**config.mk**
```make
export PLATFORM = sky130hd
export DESIGN_NAME = sspb_front
export DESIGN_NICKNAME = d
export VERILOG_FILES = /design/src/rtl/sspb_pkg.sv /design/src/rtl/sspb_front.sv
export SDC_FILE = /design/constraint.sdc
export NUM_CORES = 1
export LEC_CHECK = 0
export BUFFER_PORTS_ARGS = -buffer_cell sky130_fd_sc_hd__buf_2
export CORE_ASPECT_RATIO = 2
export CORE_MARGIN = 2
export CORE_UTILIZATION = 48
export CTS_CLUSTER_SIZE = 28
export DETAILED_ROUTE_END_ITERATION = 8
export GPL_ROUTABILITY_DRIVEN = 0
export PLACE_DENSITY_LB_ADDON = 0.05
export SLEW_MARGIN = 40
export SYNTH_ARGS = -nofsm -noshare
export SYNTH_HDL_FRONTEND = slang
export SYNTH_SLANG_ARGS = --single-unit
```
**constraint.sdc**
```tcl
create_clock -name clk -period 11.35 [get_ports clk]
set_input_delay 1.7025 -clock clk [delete_from_list [all_inputs] [get_ports clk]]
set_output_delay 1.7025 -clock clk [all_outputs]
set_load 0.03 [all_outputs]
```
**src/rtl/sspb_pkg.sv**
```systemverilog
`timescale 1ns / 1ps
package sspb_pkg;

	localparam int FREQ_W    = 36;
	localparam int RATE_W    = 32;
	localparam int BINS_W    = 13;
	localparam int FFT_W     = 11;
	localparam int IDX_W     = 10;
	localparam int LVL_W     = 16;
	localparam int RIDX_W    = 12;
	localparam int OUT_W     = 8;
	localparam int CFG_IDX_W = 3;
	localparam int DIV_W     = FFT_W + RATE_W;

	localparam logic [OUT_W-1:0] NO_DATA = 8'h80;
	localparam logic signed [LVL_W-1:0] LEVEL_CLAMP = 16'sd32512;

	typedef enum logic [1:0] {
		CMD_CLEAR = 2'd0,
		CMD_FOLD  = 2'd1,
		CMD_READ  = 2'd2,
		CMD_COUNT = 2'd3
	} cmd_t;

	localparam logic [CFG_IDX_W-1:0] REG_START_FREQ = 3'd0;
	localparam logic [CFG_IDX_W-1:0] REG_BIN_WIDTH  = 3'd1;
	localparam logic [CFG_IDX_W-1:0] REG_RATE       = 3'd2;
	localparam logic [CFG_IDX_W-1:0] REG_HALF_SPAN  = 3'd3;
	localparam logic [CFG_IDX_W-1:0] REG_DC_GUARD   = 3'd4;
	localparam logic [CFG_IDX_W-1:0] REG_BINS       = 3'd5;
	localparam logic [CFG_IDX_W-1:0] REG_FFT_SIZE   = 3'd6;

	typedef struct packed {
		logic [FREQ_W-1:0] start_frequency;
		logic [RATE_W-1:0] output_bin_width;
		logic [RATE_W-1:0] sample_rate;
		logic [RATE_W-1:0] trusted_half_span;
		logic [RATE_W-1:0] dc_guard;
		logic [BINS_W-1:0] bins_in_use;
		logic [FFT_W-1:0]  fft_size;
	} cfg_t;

	typedef struct packed {
		cmd_t                     cmd;
		logic [FREQ_W-1:0]        tune_center;
		logic [IDX_W-1:0]         fft_index;
		logic signed [OUT_W-1:0]  level;
		logic [RIDX_W-1:0]        read_index;
	} item_t;

	typedef struct packed {
		logic pop;
		logic init;
	} back_stat_t;

	function automatic logic signed [OUT_W-1:0] quantise(input logic signed [LVL_W-1:0] v);
		logic signed [LVL_W-1:0] c;
		logic [LVL_W-1:0] mag;
		logic [OUT_W-1:0] q;
		c = v;
		if (c > LEVEL_CLAMP) c = LEVEL_CLAMP;
		if (c < -LEVEL_CLAMP) c = -LEVEL_CLAMP;
		mag = c[LVL_W-1] ? LVL_W'(-c) : LVL_W'(c);
		q = OUT_W'((mag + 16'd128) >> 8);
		return c[LVL_W-1] ? $signed(-q) : $signed(q);
	endfunction

endpackage

```
**src/rtl/sspb_front.sv**
```systemverilog
`timescale 1ns / 1ps
module sspb_front (
	input  logic                               clk,
	input  logic                               arst_n,
	input  logic                               start,
	output logic                               busy,
	input  logic [1:0]                         cmd,
	input  logic [sspb_pkg::FREQ_W-1:0]        tune_center,
	input  logic [sspb_pkg::IDX_W-1:0]         fft_index,
	input  logic signed [sspb_pkg::LVL_W-1:0]  level_db,
	input  logic [sspb_pkg::RIDX_W-1:0]        read_index,
	input  sspb_pkg::back_stat_t               back_stat,
	output logic                               item_valid,
	output sspb_pkg::item_t                    item
);
	import sspb_pkg::*;

	item_t      fifo_q [2];
	logic       wptr_q;
	logic       rptr_q;
	logic [1:0] fill_q;
	logic       push;
	item_t      new_item;

	assign busy = (fill_q == 2'd2) || back_stat.init;
	assign push = start && !busy;

	always_comb begin
		new_item.cmd         = cmd_t'(cmd);
		new_item.tune_center = tune_center;
		new_item.fft_index   = fft_index;
		new_item.level       = quantise(level_db);
		new_item.read_index  = read_index;
	end

	always_ff @(posedge clk or negedge arst_n) begin
		if (!arst_n) begin
			wptr_q <= 1'b0;
			rptr_q <= 1'b0;
			fill_q <= '0;
		end else begin
			if (push) wptr_q <= ~wptr_q;
			if (back_stat.pop) rptr_q <= ~rptr_q;
			fill_q <= fill_q + {1'b0, push} - {1'b0, back_stat.pop};
		end
	end

	always_ff @(posedge clk) begin
		if (push) fifo_q[wptr_q] <= new_item;
	end

	assign item_valid = fill_q != 2'd0;
	assign item       = fifo_q[rptr_q];

`ifndef SYNTHESIS
	a_no_pop_empty: assert property (@(posedge clk) disable iff (!arst_n)
		back_stat.pop |-> item_valid) else $error("Queue popped while empty.");
	a_fill_bound: assert property (@(posedge clk) disable iff (!arst_n)
		fill_q != 2'd3) else $error("Queue overfilled.");
	a_no_push_init: assert property (@(posedge clk) disable iff (!arst_n)
		back_stat.init |-> !push) else $error("Transaction taken during init.");
`endif
endmodule

```
==> impl_metrics.tcl <==
set metrics [dict create \
    status "complete, no violations" \
    grt_pass1_wl_um 19800 \
    yosysWarningCount 0 \
    syn_area_mm2 0.00606 \
    ys_seq_area_frac 0.691 \
    dp_hpwl_um 8730 \
    final_antenna_net_count 0 \
    ys_async_sr_fraction 0.0286 \
    grt_pass1_vias 4019 \
    startpoint_type "input pin" \
    fmax_ghz 0.181 \
    ir_worst_vdd_v 0.000274 \
    dp.cells 668 \
    rsz0062_at_grt "false" \
    clk-insertion-delay-late_ns 0.40 \
    cts_buffers 17 \
    area_growth_pct 25.0 \
    hold_class "flip-flop to flip-flop" \
    max_slew_margin 0.477 \
    hold_buffers 0 \
    cts_tree "done" \
    total_leakage_power_nw 2.80 \
    cp_max_fo 13 \
    avgViaCountPerCell 5.50 \
    powerDensity_mw_per_mm2 236 \
    synth_edf_count 136 \
    start_util 0.485 \
    rows 58 \
    drc_errors 0 \
    path_clk_slew_ns 0.06 \
    synth_flop_cell "edfxtp_1" \
    finalCriticalPeriod_ns 5.51 \
    drtIter0Drc 183 \
    tns_ns 0 \
    finalHoldViolCount 0 \
    holdWs_ns 0.540 \
    synth_nets 469 \
    r2r_start "fill_q[0]" \
    nets 623 \
    io_buffers 150 \
    coreArea_mm2 0.0125 \
    firstDrtPassIters 5 \
    routedWlPerCell_um 18.0 \
    endpoint "fifo_q[0][15]" \
    cts_root_buffer "clkbuf_16" \
    worst_setup_path_end_kind "flip-flop" \
    ys_types 56 \
    crit_start "level_db[13]" \
    syn_avg_cell_area_um2 15.8 \
    maxCapViolations 0 \
    post_cts_resized 0 \
    tightestPinTransition_ns 0.774 \
    required_ns 11.58 \
    drive_above_1_share 0.493 \
    h-tree-depth 4 \
    synth_cells 383 \
    instances_no_fill 701 \
    r2r_cells 5 \
    yosysTopAreaCellShare 0.674 \
    ios 151 \
    yosys.area.top_type "edfxtp_1" \
    grt_max_degree 70 \
    die-area_mm2 0.0136 \
    crit-reg2reg-capture "fifo_q[0][18]" \
    cts_max_path_buffers 2 \
    grt.total_usage 0.190 \
    multi_input_area_mm2 0.00178 \
    antenna_found_initial 1 \
    setup-violations-final 0 \
    seqCellArea_mm2 0.00419 \
    grt_overflow_total 0 \
    nFillCells 979 \
    num_vias 3857 \
    crit_type "input pin to flip-flop" \
    fin_skew_ns 0.00795 \
    ys_ff_latch 140 \
    fp.dieH_um 163 \
    critPathArrivalTime_ns 5.75 \
    synth.area.top_cells "edfxtp_1 67%, mux2_2 13%, dfrtp_1 1.7%" \
    slew_viol_final 0 \
    finalPower_mw 1.78 \
    r2r_slack_ns 9.48 \
    post-cts-setup-buffer-count 0 \
    fin_crit_sh 0.486 \
    die_x_um 83.4 \
    cts_sinks 140 \
    drt_wl_total_um 12600 \
]
## critical path, cell delays in order
cell and delay (ns):
buf_2 0.14, nor4_1 0.32, a31o_2 0.21, ha_2 0.33
inv_1 0.34, o41ai_1 0.25, nor3_1 0.26, xnor2_1 0.10
ha_1 0.36, nor2b_1 0.07, mux2i_1 0.53, mux2_2 0.41
a211o_1 0.30, and2_1 0.16, a211oi_2 0.24
## cells in the final DEF (no fill, tap or decap), types with 4 or more instances in the layout
cell       synthesis  layout
a21oi_1            6       6
a31oi_1            8       8
buf_2              0     150
clkbuf_16          0      17
edfxtp_1         136     136
ha_1               5       4
inv_1             10      10
inv_6              0       4
inv_8              0       4
mux2_2            69      69
nand2_1           15      15
nand3_1            5       5
nor2_1            20      19
nor3_1             7       7
o21ai_0            8       8
o31ai_1            4       4
xnor2_1           10      10
xor2_1             4       4
## sequential cells by signal, indices dropped and copies added (netlist names)
name and count:
wptr_q 1, rptr_q 1, fifo_q 136, fill_q 2
## kinds of logic (layout without fill, tap and decap cells)
logic type | Yosys count | after routing | share of synthesized area
AND/OR/NAND/NOR | 71 | 71 | 0.0605
flip-flops | 140 | 140 | 0.691
adder cells (fa/ha/maj) | 5 | 5 | 0.0103
multiplexers | 70 | 70 | 0.130
AO/OA/AOI/OAI | 55 | 55 | 0.0698
XOR/XNOR | 14 | 14 | 0.0202
buffers and inverters | 28 | 195 | 0.0186
other | 0 | 1 | 0
## synthesized netlist by cell type, types with 5 or more instances
library cell	n
a21oi_1	6
o21ai_0	8
mux2_2	69
clkbuf_1	12
edfxtp_1	136
nand2_1	15
nor3_1	7
inv_1	10
ha_1	5
a31oi_1	8
xnor2_1	10
nand3_1	5
nor2_1	20
buf_1	5
## final cells by class
type	instances	share of cell area
Tap cell	150	0.0248
Antenna cell	1	0.000330
Clock inverter	15	0.0228
Timing Repair Buffer	153	0.104
Inverter	10	0.00496
Multi-Input combinational cell	215	0.235
Sequential cell	140	0.553
Clock buffer	17	0.0562
## metrics by stage
step	setup slack [ns]	util	instance area (µm²)
after floorplan	5.91	-	6060
after global placement	5.67	0.557	6950
after detailed placement	5.47	0.559	6970
after CTS	5.90	0.606	7570
after global routing	5.69	0.607	7570
final	5.84	0.607	7570
## worst min-delay path by stage
stage               startpoint   endpoint  slack, ns  depth (start not counted)
floorplan               wptr_q     wptr_q       0.46                          1
global placement     fill_q[0]  fill_q[0]       0.52                          1
detailed placement   fill_q[0]  fill_q[0]       0.54                          1
CTS                  fill_q[0]  fill_q[0]       0.55                          1
global route         fill_q[0]  fill_q[0]       0.56                          1
finish               fill_q[0]  fill_q[0]       0.54                          1
## routing by layer
layer / vias to the layer above / part of all wire / global-route usage / routed length [µm]
met1: 1853 / 0.33 / 0.183 / 4130
met4: 0 / 0.034 / 0.0902 / 432
met3: 29 / 0.059 / 0.0537 / 747
met5: - / 0 / 0 / 0
li1: 1817 / - / - / -
met2: 158 / 0.58 / 0.363 / 7340
## power by group
group          internal [mW]  leakage, nW  switching [mW]
logic                  0.204         1.22           0.376
registers              0.650         1.29          0.0173
clock network          0.314        0.294           0.224
No activity file was read; power rests on OpenSTA's default activity.
